==> src/hdl/fixed_bin_histogram_fill_macros.svh <==
// ----------------------------------------------------------------------------
// Histogram fill assertion macros
// Concurrent assertion wrappers, empty in synthesis builds.
// ----------------------------------------------------------------------------
`ifndef FIXED_BIN_HISTOGRAM_FILL_MACROS_SVH
`define FIXED_BIN_HISTOGRAM_FILL_MACROS_SVH

`ifndef SYNTHESIS

// Antecedent holds in a cycle, consequent holds in the same cycle.
`define FBH_ASSERT_SAME(label, clk, rst_n, ante, cons) \
  label: assert property (@(posedge clk) disable iff (!rst_n) (ante) |-> (cons)) \
    else $error("histogram fill: assertion failed");

// Antecedent holds in a cycle, consequent holds in the next cycle.
`define FBH_ASSERT_NEXT(label, clk, rst_n, ante, cons) \
  label: assert property (@(posedge clk) disable iff (!rst_n) (ante) |=> (cons)) \
    else $error("histogram fill: assertion failed");

`else

`define FBH_ASSERT_SAME(label, clk, rst_n, ante, cons)
`define FBH_ASSERT_NEXT(label, clk, rst_n, ante, cons)

`endif

`endif

==> src/hdl/fbh_pkg.sv <==
// ----------------------------------------------------------------------------
// Histogram fill package
// Widths, codes and payload types shared by the histogram fill modules.
// ----------------------------------------------------------------------------
`default_nettype none

package fbh_pkg;

  localparam int AXIS_BINS_MAX = 62;
  localparam int AXIS_CELLS    = AXIS_BINS_MAX + 2;
  localparam int STORE_DEPTH   = AXIS_CELLS * AXIS_CELLS;
  localparam int ADDR_W        = $clog2(STORE_DEPTH);
  localparam int COORD_W       = $clog2(AXIS_CELLS);
  localparam int COUNT_WIDTH   = 32;
  localparam int SAMPLE_W      = 32;
  localparam int BINS_W        = 6;
  localparam int BIN_IDX_W     = 8;
  localparam int REG_IDX_W     = 3;

  // Opcodes
  localparam logic [1:0] OP_FILL  = 2'd0;
  localparam logic [1:0] OP_SET   = 2'd1;
  localparam logic [1:0] OP_GET   = 2'd2;
  localparam logic [1:0] OP_CLEAR = 2'd3;

  // Register indexes
  localparam logic [REG_IDX_W-1:0] REG_TWO_DIM = 3'd0;
  localparam logic [REG_IDX_W-1:0] REG_BINS_X  = 3'd1;
  localparam logic [REG_IDX_W-1:0] REG_LOW_X   = 3'd2;
  localparam logic [REG_IDX_W-1:0] REG_HIGH_X  = 3'd3;
  localparam logic [REG_IDX_W-1:0] REG_BINS_Y  = 3'd4;
  localparam logic [REG_IDX_W-1:0] REG_LOW_Y   = 3'd5;
  localparam logic [REG_IDX_W-1:0] REG_HIGH_Y  = 3'd6;

  typedef struct packed {
    logic [1:0]                  opcode;
    logic signed [SAMPLE_W-1:0]  sample_x;
    logic signed [SAMPLE_W-1:0]  sample_y;
    logic signed [BIN_IDX_W-1:0] bin_x;
    logic signed [BIN_IDX_W-1:0] bin_y;
    logic [31:0]                 value;
  } in_item_t;

  typedef struct packed {
    logic [31:0]       cell_content;
    logic [ADDR_W-1:0] cell_index;
  } out_item_t;

  // Request to the axis binning unit
  typedef struct packed {
    logic                       start;
    logic signed [SAMPLE_W-1:0] sample;
    logic signed [SAMPLE_W-1:0] low;
    logic signed [SAMPLE_W-1:0] high;
    logic [BINS_W-1:0]          nbins;
  } axis_req_t;

  // Result: coord is bin + 1 (0 underflow, nbins + 1 overflow)
  typedef struct packed {
    logic               done;
    logic [COORD_W-1:0] coord;
  } axis_res_t;

endpackage

`default_nettype wire

==> src/hdl/fbh_axis_bin.sv <==
// ----------------------------------------------------------------------------
// Histogram axis binning unit
// Maps one sample to a bin coordinate with a shared compare-subtract step.
// ----------------------------------------------------------------------------
`default_nettype none

module fbh_axis_bin import fbh_pkg::*; (
  input  wire logic      clk,
  input  wire logic      rst_n,
  input  wire axis_req_t req,
  output axis_res_t      res
);

  localparam int DIFF_W = SAMPLE_W + 1;
  localparam int PROD_W = DIFF_W + BINS_W + 1;
  localparam int MAG_W  = PROD_W - 1;
  localparam int TRY_W  = PROD_W;
  localparam int QUO_W  = COORD_W;

  localparam logic [2:0] A_IDLE = 3'd0;
  localparam logic [2:0] A_SUB  = 3'd1;
  localparam logic [2:0] A_MUL  = 3'd2;
  localparam logic [2:0] A_DIV  = 3'd3;
  localparam logic [2:0] A_FIN  = 3'd4;

  logic [2:0]                a_st_r, a_st_nxt;
  logic signed [SAMPLE_W-1:0] sample_r, low_r, high_r;
  logic [BINS_W-1:0]         n_r;
  logic signed [DIFF_W-1:0]  diff_r, den_r;
  logic [MAG_W-1:0]          rem_r;
  logic [DIFF_W-1:0]         dmag_r;
  logic                      neg_r, dzero_r, ovf_r;
  logic [QUO_W-1:0]          q_r;
  logic [2:0]                k_r;

  logic signed [PROD_W-1:0]  prod;
  logic [PROD_W-1:0]         prod_mag;
  logic [TRY_W-1:0]          trial;
  logic                      fits;

  assign prod     = $signed({1'b0, n_r}) * diff_r;
  assign prod_mag = prod[PROD_W-1] ? PROD_W'(-prod) : PROD_W'(prod);
  // shared compare-subtract: remainder minus shifted divisor
  assign trial    = {1'b0, rem_r} - (TRY_W'(dmag_r) << k_r);
  assign fits     = !trial[TRY_W-1];

  always_comb begin
    a_st_nxt = a_st_r;
    case (a_st_r)
      A_IDLE:  if (req.start) a_st_nxt = A_SUB;
      A_SUB:   a_st_nxt = A_MUL;
      A_MUL:   a_st_nxt = A_DIV;
      A_DIV:   if (k_r == 3'd0) a_st_nxt = A_FIN;
      // a new request may follow straight on from a finished one
      A_FIN:   a_st_nxt = req.start ? A_SUB : A_IDLE;
      default: a_st_nxt = A_IDLE;
    endcase
  end

  always_ff @(posedge clk) begin
    if (!rst_n) begin
      a_st_r <= A_IDLE;
    end else begin
      a_st_r <= a_st_nxt;
    end
  end

  always_ff @(posedge clk) begin
    case (a_st_r)
      A_IDLE, A_FIN: begin
        sample_r <= req.sample;
        low_r    <= req.low;
        high_r   <= req.high;
        n_r      <= req.nbins;
      end
      A_SUB: begin
        diff_r <= DIFF_W'(sample_r) - DIFF_W'(low_r);
        den_r  <= DIFF_W'(high_r) - DIFF_W'(low_r);
      end
      A_MUL: begin
        rem_r   <= prod_mag[MAG_W-1:0];
        dmag_r  <= den_r[DIFF_W-1] ? DIFF_W'(-den_r) : DIFF_W'(den_r);
        neg_r   <= prod[PROD_W-1] ^ den_r[DIFF_W-1];
        dzero_r <= (den_r == '0);
        ovf_r   <= 1'b0;
        q_r     <= '0;
        k_r     <= 3'(QUO_W);
      end
      A_DIV: begin
        if (fits) begin
          rem_r <= trial[MAG_W-1:0];
          // top step only tells whether the quotient overflows the field
          if (k_r == 3'(QUO_W)) begin
            ovf_r <= 1'b1;
          end else begin
            q_r[k_r] <= 1'b1;
          end
        end
        k_r <= k_r - 3'd1;
      end
      default: begin
      end
    endcase
  end

  always_comb begin
    res.done = (a_st_r == A_FIN);
    if (dzero_r) begin
      res.coord = n_r + COORD_W'(1);
    end else if (q_r == '0 && !ovf_r) begin
      res.coord = COORD_W'(1);
    end else if (neg_r) begin
      res.coord = '0;
    end else if (ovf_r || q_r >= n_r) begin
      res.coord = n_r + COORD_W'(1);
    end else begin
      res.coord = q_r + COORD_W'(1);
    end
  end

endmodule

`default_nettype wire

==> config.mk <==
export PLATFORM = sky130hd
export DESIGN_NAME = fbh_axis_bin
export DESIGN_NICKNAME = d
export VERILOG_FILES = /design/src/hdl/fixed_bin_histogram_fill_macros.svh /design/src/hdl/fbh_pkg.sv /design/src/hdl/fbh_axis_bin.sv
export SDC_FILE = /design/constraint.sdc
export NUM_CORES = 1
export LEC_CHECK = 0
export ABC_AREA = 1
export BUFFER_PORTS_ARGS = -buffer_cell sky130_fd_sc_hd__buf_2
export CORE_ASPECT_RATIO = 0.9
export CORE_MARGIN = 3
export CORE_UTILIZATION = 25
export CTS_CLUSTER_SIZE = 20
export DETAILED_ROUTE_END_ITERATION = 7
export PLACE_DENSITY_LB_ADDON = 0.05
export SLEW_MARGIN = 20
export SYNTH_ARGS = -nofsm -noshare
export SYNTH_HDL_FRONTEND = slang
export SYNTH_SLANG_ARGS = --single-unit
export TNS_END_PERCENT = 1
==> constraint.sdc <==
create_clock -name clk -period 16 [get_ports clk]
set_input_delay 3.2 -clock clk [delete_from_list [all_inputs] [get_ports clk]]
set_output_delay 3.2 -clock clk [all_outputs]
set_load 0.05 [all_outputs]
# After elaboration in Yosys (flattened, before gate mapping)
# Cells that the tools add are included.
# W data, S select, Z words.
# word_totals
elab_cells	75
latchBits	0
memories	0
ramBits	0
register_bits	255
romBits	0
output_inout_bits	7
in_bits	105
# classes
add_sub_neg	8
reduce_logical	14
bitwise_logic	2
order_cmp	3
n_eq_ne	10
n_div	0
mul	1
n_shift	1
n_mux	21
# ops
op	count
$mux W39	2
$pmux W39 S2	1
$sub A32 B32 Y33	2
$mul A7 B33 Y40	1
$shl A33 B3 Y40	1
$sub A39 B40 Y40	1
$neg A39 Y39	1
$mux W6	6
$logic_not A33 Y1	1
$neg A33 Y33	1
$mux W32	1
$pmux W3 S5	1
$add A6 B1 Y6 const B	2
$pmux W6 S2	1
$ne A2 B2 Y1 const B	5
$eq A3 B2 Y1 const B	2
$eq A3 B3 Y1 const B	2
$ge A6 B6 Y1	1
$logic_not A3 Y1	2
$logic_not A6 Y1	1
$mux W3	2
$or A6 B6 Y6	1
$pmux W3 S2	1
$reduce_and A3 Y1	2
other kinds (14)	19

# Longest topological paths before layout
# Gate-level depths: netlist of the first run.
# logic_depth
word_depth	8
depth_mapped	34
ltp_nobuf	32

# Worst setup path after synthesis of the first run
# OpenSTA, ideal clock, no wires.
# synth_timing
kind	flip-flop to flip-flop
startpoint	register k_r[0]
endpoint	register rem_r[0] (enable)
path_buffers	3
t_required_ns	15.493
stages_incl_launch_ff	19
synth_period_minus_slack_ns	6.422
path_slack_ns	9.578
setup_time_ns	0.507
arrival_time_ns	5.916
path_cell_list	edfxtp_1 -> clkbuf_1 -> inv_1 -> clkbuf_1 -> buf_1 -> nand2_1 -> nand2_1 -> o21ai_0 -> nand2_1 -> nand2_1 -> ha_1 -> nand2_1 -> nor2_1 -> inv_1 -> nor4_1 -> nand3_1 -> nand3_1 -> nand2_1 -> a311oi_1
# synth_between
elab_chain_cells	4
# synth_rtl
element	line_no	rtl
from (decl)	fbh_axis_bin.sv:34	logic [2:0] k_r;
from (signal assigned)	fbh_axis_bin.sv:87	k_r <= 3'(QUO_W);
from (signal assigned)	fbh_axis_bin.sv:99	k_r <= k_r - 3'd1;
$shl A33 B3 Y40	fbh_axis_bin.sv:44	assign trial = {1'b0, rem_r} - (TRY_W'(dmag_r) << k_r);
$sub A39 B40 Y40	fbh_axis_bin.sv:44	
$ne A2 B2 Y1 (no source line)	n/a	
$reduce_and A2 Y1 (no source line)	n/a	
to (signal assigned)	fbh_axis_bin.sv:81	rem_r <= prod_mag[MAG_W-1:0];
to (signal assigned)	fbh_axis_bin.sv:91	rem_r <= trial[MAG_W-1:0];
to (decl)	fbh_axis_bin.sv:30	logic [MAG_W-1:0] rem_r;
# Every way passes these cells.
# A chain may end at the register's enable or synchronous reset.

==> flow_metrics.tcl, run 1 <==
set metrics [dict create \
    dominantRegCellSynth "edfxtp_1" \
    post_cts_buffers 0 \
    start_util 0.254 \
    max_freq_mhz 153 \
    maxSlewHeadroom 0.357 \
    vias_per_cell 4.35 \
    period_share 0.410 \
    drt-initial-drc-count 1174 \
    grt_max_degree 54 \
    finalWirelength_microns 89000 \
    layout_commonest_cell "nand2_1" \
    ios 112 \
    syn_inst 3541 \
    synth_top_family_by_area "simple AND/OR/NAND/NOR gates" \
    yosysTopAreaCell "edfxtp_1" \
    cp_top_family "buffers and inverters" \
    cpPeakStageDelay_ns 0.40 \
    core_sq_um 103000 \
    gr-usage-met2 0.265 \
    slew_violations 0 \
    ys_async_sr_fraction 0 \
    multi_input_comb_area_sq_um 15400 \
    yosysSeqAreaShare 0.292 \
    critPathMaxFanout 37 \
    synth_top_cell_area_share 0.290 \
    die_area_sq_um 108000 \
    slowest_stage "buf_4" \
    cts_buffers 37 \
    grtUsageMet3 0.0244 \
    outcome "complete, no violations" \
    cp-start-kind "flop" \
    clockBufferDepth 3 \
    setup_tns_ns 0 \
    drive_gt1_frac 0.0766 \
    register_area_sq_um 7630 \
    grt_most_used_layer "met2" \
    dieHeight_microns 313 \
    rsz0062_at_grt "no" \
    critPathArrivalTime_ns 3.35 \
    grt_pass1_vias 22600 \
    drc 0 \
    worst-path-buf-inv 4 \
    synthAdderAreaFrac 0.201 \
    tritoncts "yes" \
    ctsHoldBuffers 0 \
    firstDrtPassIters 5 \
    hp-class "flop to flop" \
    finalNetCount 4082 \
    synth.area.mux_share 0.00115 \
    cts.repair.resized 0 \
    use_met1 0.234 \
    ant_nets 0 \
    antenna_found_initial 9 \
    insertion_delay_ns 0.58 \
    period_needed_ns 6.55 \
    grtUsageTotal 0.165 \
    synth_seq_cells 255 \
    tightest_slew_ns 0.959 \
    cp.required_ns 12.80 \
    synth_cell_types 60 \
    syn_avg_cell_area_sq_um 7.38 \
    hold_viol_final 0 \
    portBuffers 111 \
    ys_warn_count 0 \
    cts_htree_levels 2 \
    synthesis.nets 3982 \
    dpl.cell_count 4958 \
    ys_top_cells_by_area "edfxtp_1, nand2_1, inv_1, fa_1, ha_1" \
    gp_congestion 0.809 \
    num_rows 111 \
    clkTransAtPathRegs_ns 0.06 \
    instances_no_fill 5028 \
    cp_cell_sequence "buf_4, inv_1, ha_1, inv_1, nor2_1, or2_2, a31oi_1, nand3_1, nand2_1, o211ai_1, a22oi_1, buf_2" \
    dp.final_hpwl_microns 74200 \
    gr-total-overflow 0 \
    cts.sinks 255 \
    synth_compound_area_frac 0.0987 \
    routedWlPerCell_microns 17.7 \
    drv_cap 0 \
    finalCoreUtilization 0.287 \
    synthXorXnorAreaFrac 0.0422 \
    cpMostUsedCell "inv_1" \
    flow.area_growth_from_synthesis_pct 13.0 \
    synth_edf_count 252 \
    final_cell_mix "nand2_1, inv_1, edfxtp_1" \
    fillCellCount 11400 \
    grt_pass1_wl_microns 138000 \
    num_vias 21900 \
    setup_viol 0 \
    die_w_microns 347 \
    endpoint_kind "primary output" \
    worstSetupPathType "flop to primary output" \
    synth_simple_gate_area_frac 0.247 \
    fin_skew_ns 0.0449 \
    cts_root_buffer "clkbuf_16" \
    syn-cell-area_sq_um 26100 \
]
==> metrics by stage <==
step	cell area [sq um]	setup slack [ns]	hold slack (ns)
floorplan	26100	9.58	0.451
global placement	28300	9.57	0.492
detailed placement	28300	9.50	0.490
CTS	29500	9.29	0.529
global route	29500	8.98	0.551
finish	29500	9.45	0.520
==> cells in the mapped netlist (35+ instances only) <==
cell / count
a21oi_1: 168
o21ai_0: 151
inv_1: 738
fa_1: 138
nand2_1: 1019
nand3_1: 143
nor2_1: 228
nand4_1: 35
ha_1: 198
nor3_1: 35
clkbuf_1: 48
xnor2_1: 45
a31oi_1: 37
xor2_1: 81
edfxtp_1: 252
==> worst paths after layout <==
kind / endpoint / slack [ns] / startpoint / cells past startpoint
hold / removal: dmag_r[0] / 0.52 / den_r[0] / 0
setup reg to reg: rem_r[2] / 9.61 / n_r[2] / 26
hold reg to reg: dmag_r[0] / 0.52 / den_r[0] / 0
setup / recovery: res[0] / 9.45 / n_r[1] / 12
==> registers in the layout, indices dropped and copies added, names as in the netlist, 3 cells and up <==
name and flops:
q_r 6, rem_r 39, low_r 32, den_r 33, dmag_r 33, n_r 6
a_st_r 3, sample_r 32, k_r 3, high_r 32, diff_r 33
==> cell families (layout without fill, tap and decap cells) <==
family / Yosys count / count (layout)
AOI/OAI and AO/OA: 458 / 458
buffers and inverters: 817 / 946
other: 0 / 2
and+or+nand+nor: 1546 / 1546
DFF: 255 / 255
xor gates and xnor gates: 126 / 126
muxes: 3 / 3
adders and majority gates: 336 / 336
==> layer usage <==
metal	vias up	wire [microns]
li1	11400	-
met4	6	1840
met3	78	3320
met1	10000	44800
met5	-	42
met2	317	39000
==> area by class of cell <==
type	instances	area share
Multi-Input combinational cell	2469	0.523
Timing Repair Buffer	128	0.0231
Tap cell	1356	0.0574
Inverter	750	0.0953
Clock inverter	26	0.0101
Sequential cell	255	0.258
Clock buffer	42	0.0327
Antenna cell	2	0.000169
==> worst register-to-register path: cells and delay by family, from the launching register on <==
| kind | cells | cell delay [ns] |
|---|---|---|
| DFF | 1 | 0.31 |
| xor gates and xnor gates | 1 | 0.08 |
| and+or+nand+nor | 12 | 1.82 |
| AOI/OAI and AO/OA | 3 | 0.42 |
| adders and majority gates | 5 | 2.39 |
| buffers and inverters | 5 | 1.10 |
Power of run 1 is not shown: default switching activity piles up to over one toggle a cycle in this logic, so the estimate is an artifact.
==> run 2, diff against run 1 <==
- clock period: 16 -> 5.75 ns (I/O delays scaled with it)
==> run 2 against run 1 <==
First-iteration DRC count grew 7.6%. Routed wire length grew 4.3%. Via count grew 2.3%. Sequential share of layout area decreased by 1.7 points. Final cell count is 2.4% higher. Register-to-register slack got worse by 9.4 ns. Utilization rose by 2.0 points. Worst hold slack improved by 0.021 ns. Design area grew 6.9%. Sequential cell count is the same. Worst setup slack got worse by 9.2 ns. Clock skew fell by 0.0076 ns. Highest routed layer unchanged.
==> flow_metrics.tcl, run 2 (synthesized netlist as in run 1, its figures left out) <==
set metrics [dict create \
    routedWlPerCell_microns 18.0 \
    grt_max_degree 52 \
    cpMostUsedCell "nand2_1" \
    cp.required_ns 6.05 \
    rsz0062_at_grt "yes" \
    portBuffers 111 \
    start_util 0.254 \
    fillCellCount 11400 \
    dp.final_hpwl_microns 78000 \
    finalWirelength_microns 92800 \
    flow.area_growth_from_synthesis_pct 20.9 \
    grt_pass1_vias 22700 \
    largest_reg_flops 39 \
    grt_pass1_wl_microns 140000 \
    num_vias 22400 \
    hold_viol_final 0 \
    instances_no_fill 5150 \
    layout_commonest_cell "nand2_1" \
    fin_skew_ns 0.0374 \
    dpl.cell_count 5055 \
    antenna_found_initial 12 \
    critPathArrivalTime_ns 5.81 \
    hp-class "flop to flop" \
    die_area_sq_um 108000 \
    clockBufferDepth 3 \
    ant_nets 0 \
    die_w_microns 347 \
    drive_gt1_frac 0.149 \
    vias_per_cell 4.35 \
    cts_htree_levels 2 \
    drt-initial-drc-count 1263 \
    max_freq_mhz 182 \
    setup_viol 0 \
    cts.sinks 255 \
    num_rows 111 \
    gp_congestion 0.846 \
    drv_cap 0 \
    outcome "complete, no violations" \
    hold_slack_ns 0.540 \
    clkTransAtPathRegs_ns 0.06 \
    finalNetCount 4206 \
    critPathMaxFanout 14 \
    firstDrtPassIters 5 \
    final_cell_mix "nand2_1, inv_1, edfxtp_1" \
    tritoncts "yes" \
    drc 0 \
    route.met2.wl_microns 39900 \
    slew_violations 0 \
    gr-total-overflow 0 \
    period_share 0.958 \
    ctsHoldBuffers 0 \
    cp-start-kind "flop" \
    dieHeight_microns 313 \
    top_register "rem_r" \
    tightest_slew_ns 1.02 \
    worstSetupPathType "flop to flop" \
    cts_root_buffer "clkbuf_16" \
    dr.max_layer_used "met5" \
    core_sq_um 103000 \
    period_needed_ns 5.51 \
    cts_buffers 36 \
    ios 112 \
    maxSlewHeadroom 0.318 \
    grtUsageTotal 0.168 \
    endpoint_kind "flop" \
    slowest_stage "fa_1" \
    wl_met1_microns 47400 \
    cpPeakStageDelay_ns 0.56 \
    insertion_delay_ns 0.58 \
    wl_met3_microns 3750 \
]
[run 2: cell count changes in the layout (fill, tap and decap cells not counted), sizes merged]
cell | before | now
buf | 128 | 248
clkinv | 20 | 16
clkbuf | 42 | 45
bufinv | 5 | 6
clkinvlp | 3 | 1
nand2 | 1051 | 1052
diode | 2 | 5
[run 2: metrics by stage]
step | setup slack, ns | setup TNS (ns) | utilization | area, sq um
finish | 0.244 | 0 | 0.307 | 31600
detailed placement | -0.250 | -0.606 | 0.283 | 29100
floorplan | 0.240 | 0 | - | 26100
global route | -0.0320 | -0.205 | 0.307 | 31600
global placement | -0.376 | -1.69 | 0.283 | 29100
CTS | 0.00867 | 0 | 0.296 | 30400
[run 2: worst paths after layout]
kind	slack, ns	cells past startpoint	endpoint	from
worst min-delay path	0.54	0	dmag_r[0]	den_r[0]
worst min register to register	0.54	0	dmag_r[0]	den_r[0]
worst max register to register	0.24	28	rem_r[31]	n_r[1]
worst max-delay path	0.24	28	rem_r[31]	n_r[1]
[run 2: timing repair]
| action | 4_1_cts | 5_1_grt |
|---|---|---|
| endpoints found under the setup margin | 9 | 38 |
| cloned | 0 | 5 |
| buffers inserted | 1 | 22 |
| endpoints found under the hold margin | 0 | 0 |
| resized for setup | 10 | 223 |
| pin swaps | 1 | 80 |
[run 2: worst max-delay path: cells and delay by family (launching register included)]
kind | cells | cell delay (ns)
fa+ha+maj | 5 | 2.37
simple gates | 16 | 1.64
buf+inv | 7 | 0.75
flops | 1 | 0.46
[run 2: cell type report]
| type | instances | area, sq um | share of cell area |
|---|---|---|---|
| tap | 1356 | 1700 | 0.0537 |
| clock inverter | 21 | 312 | 0.00986 |
| clock buffer | 41 | 920 | 0.0291 |
| multi-input combinational | 2470 | 16400 | 0.518 |
| sequential | 255 | 7630 | 0.241 |
| antenna | 5 | 12.5 | 0.000396 |
| timing repair buffer | 252 | 1850 | 0.0586 |
| inverter | 750 | 2820 | 0.0892 |
[run 2: routing by layer]
layer  up-vias  track usage
met2       343        0.264
met3        78       0.0235
met1     10300        0.246
met4         6       0.0351
li1      11600            -
met5         -            0
Power of run 2 is left out for the same reason.
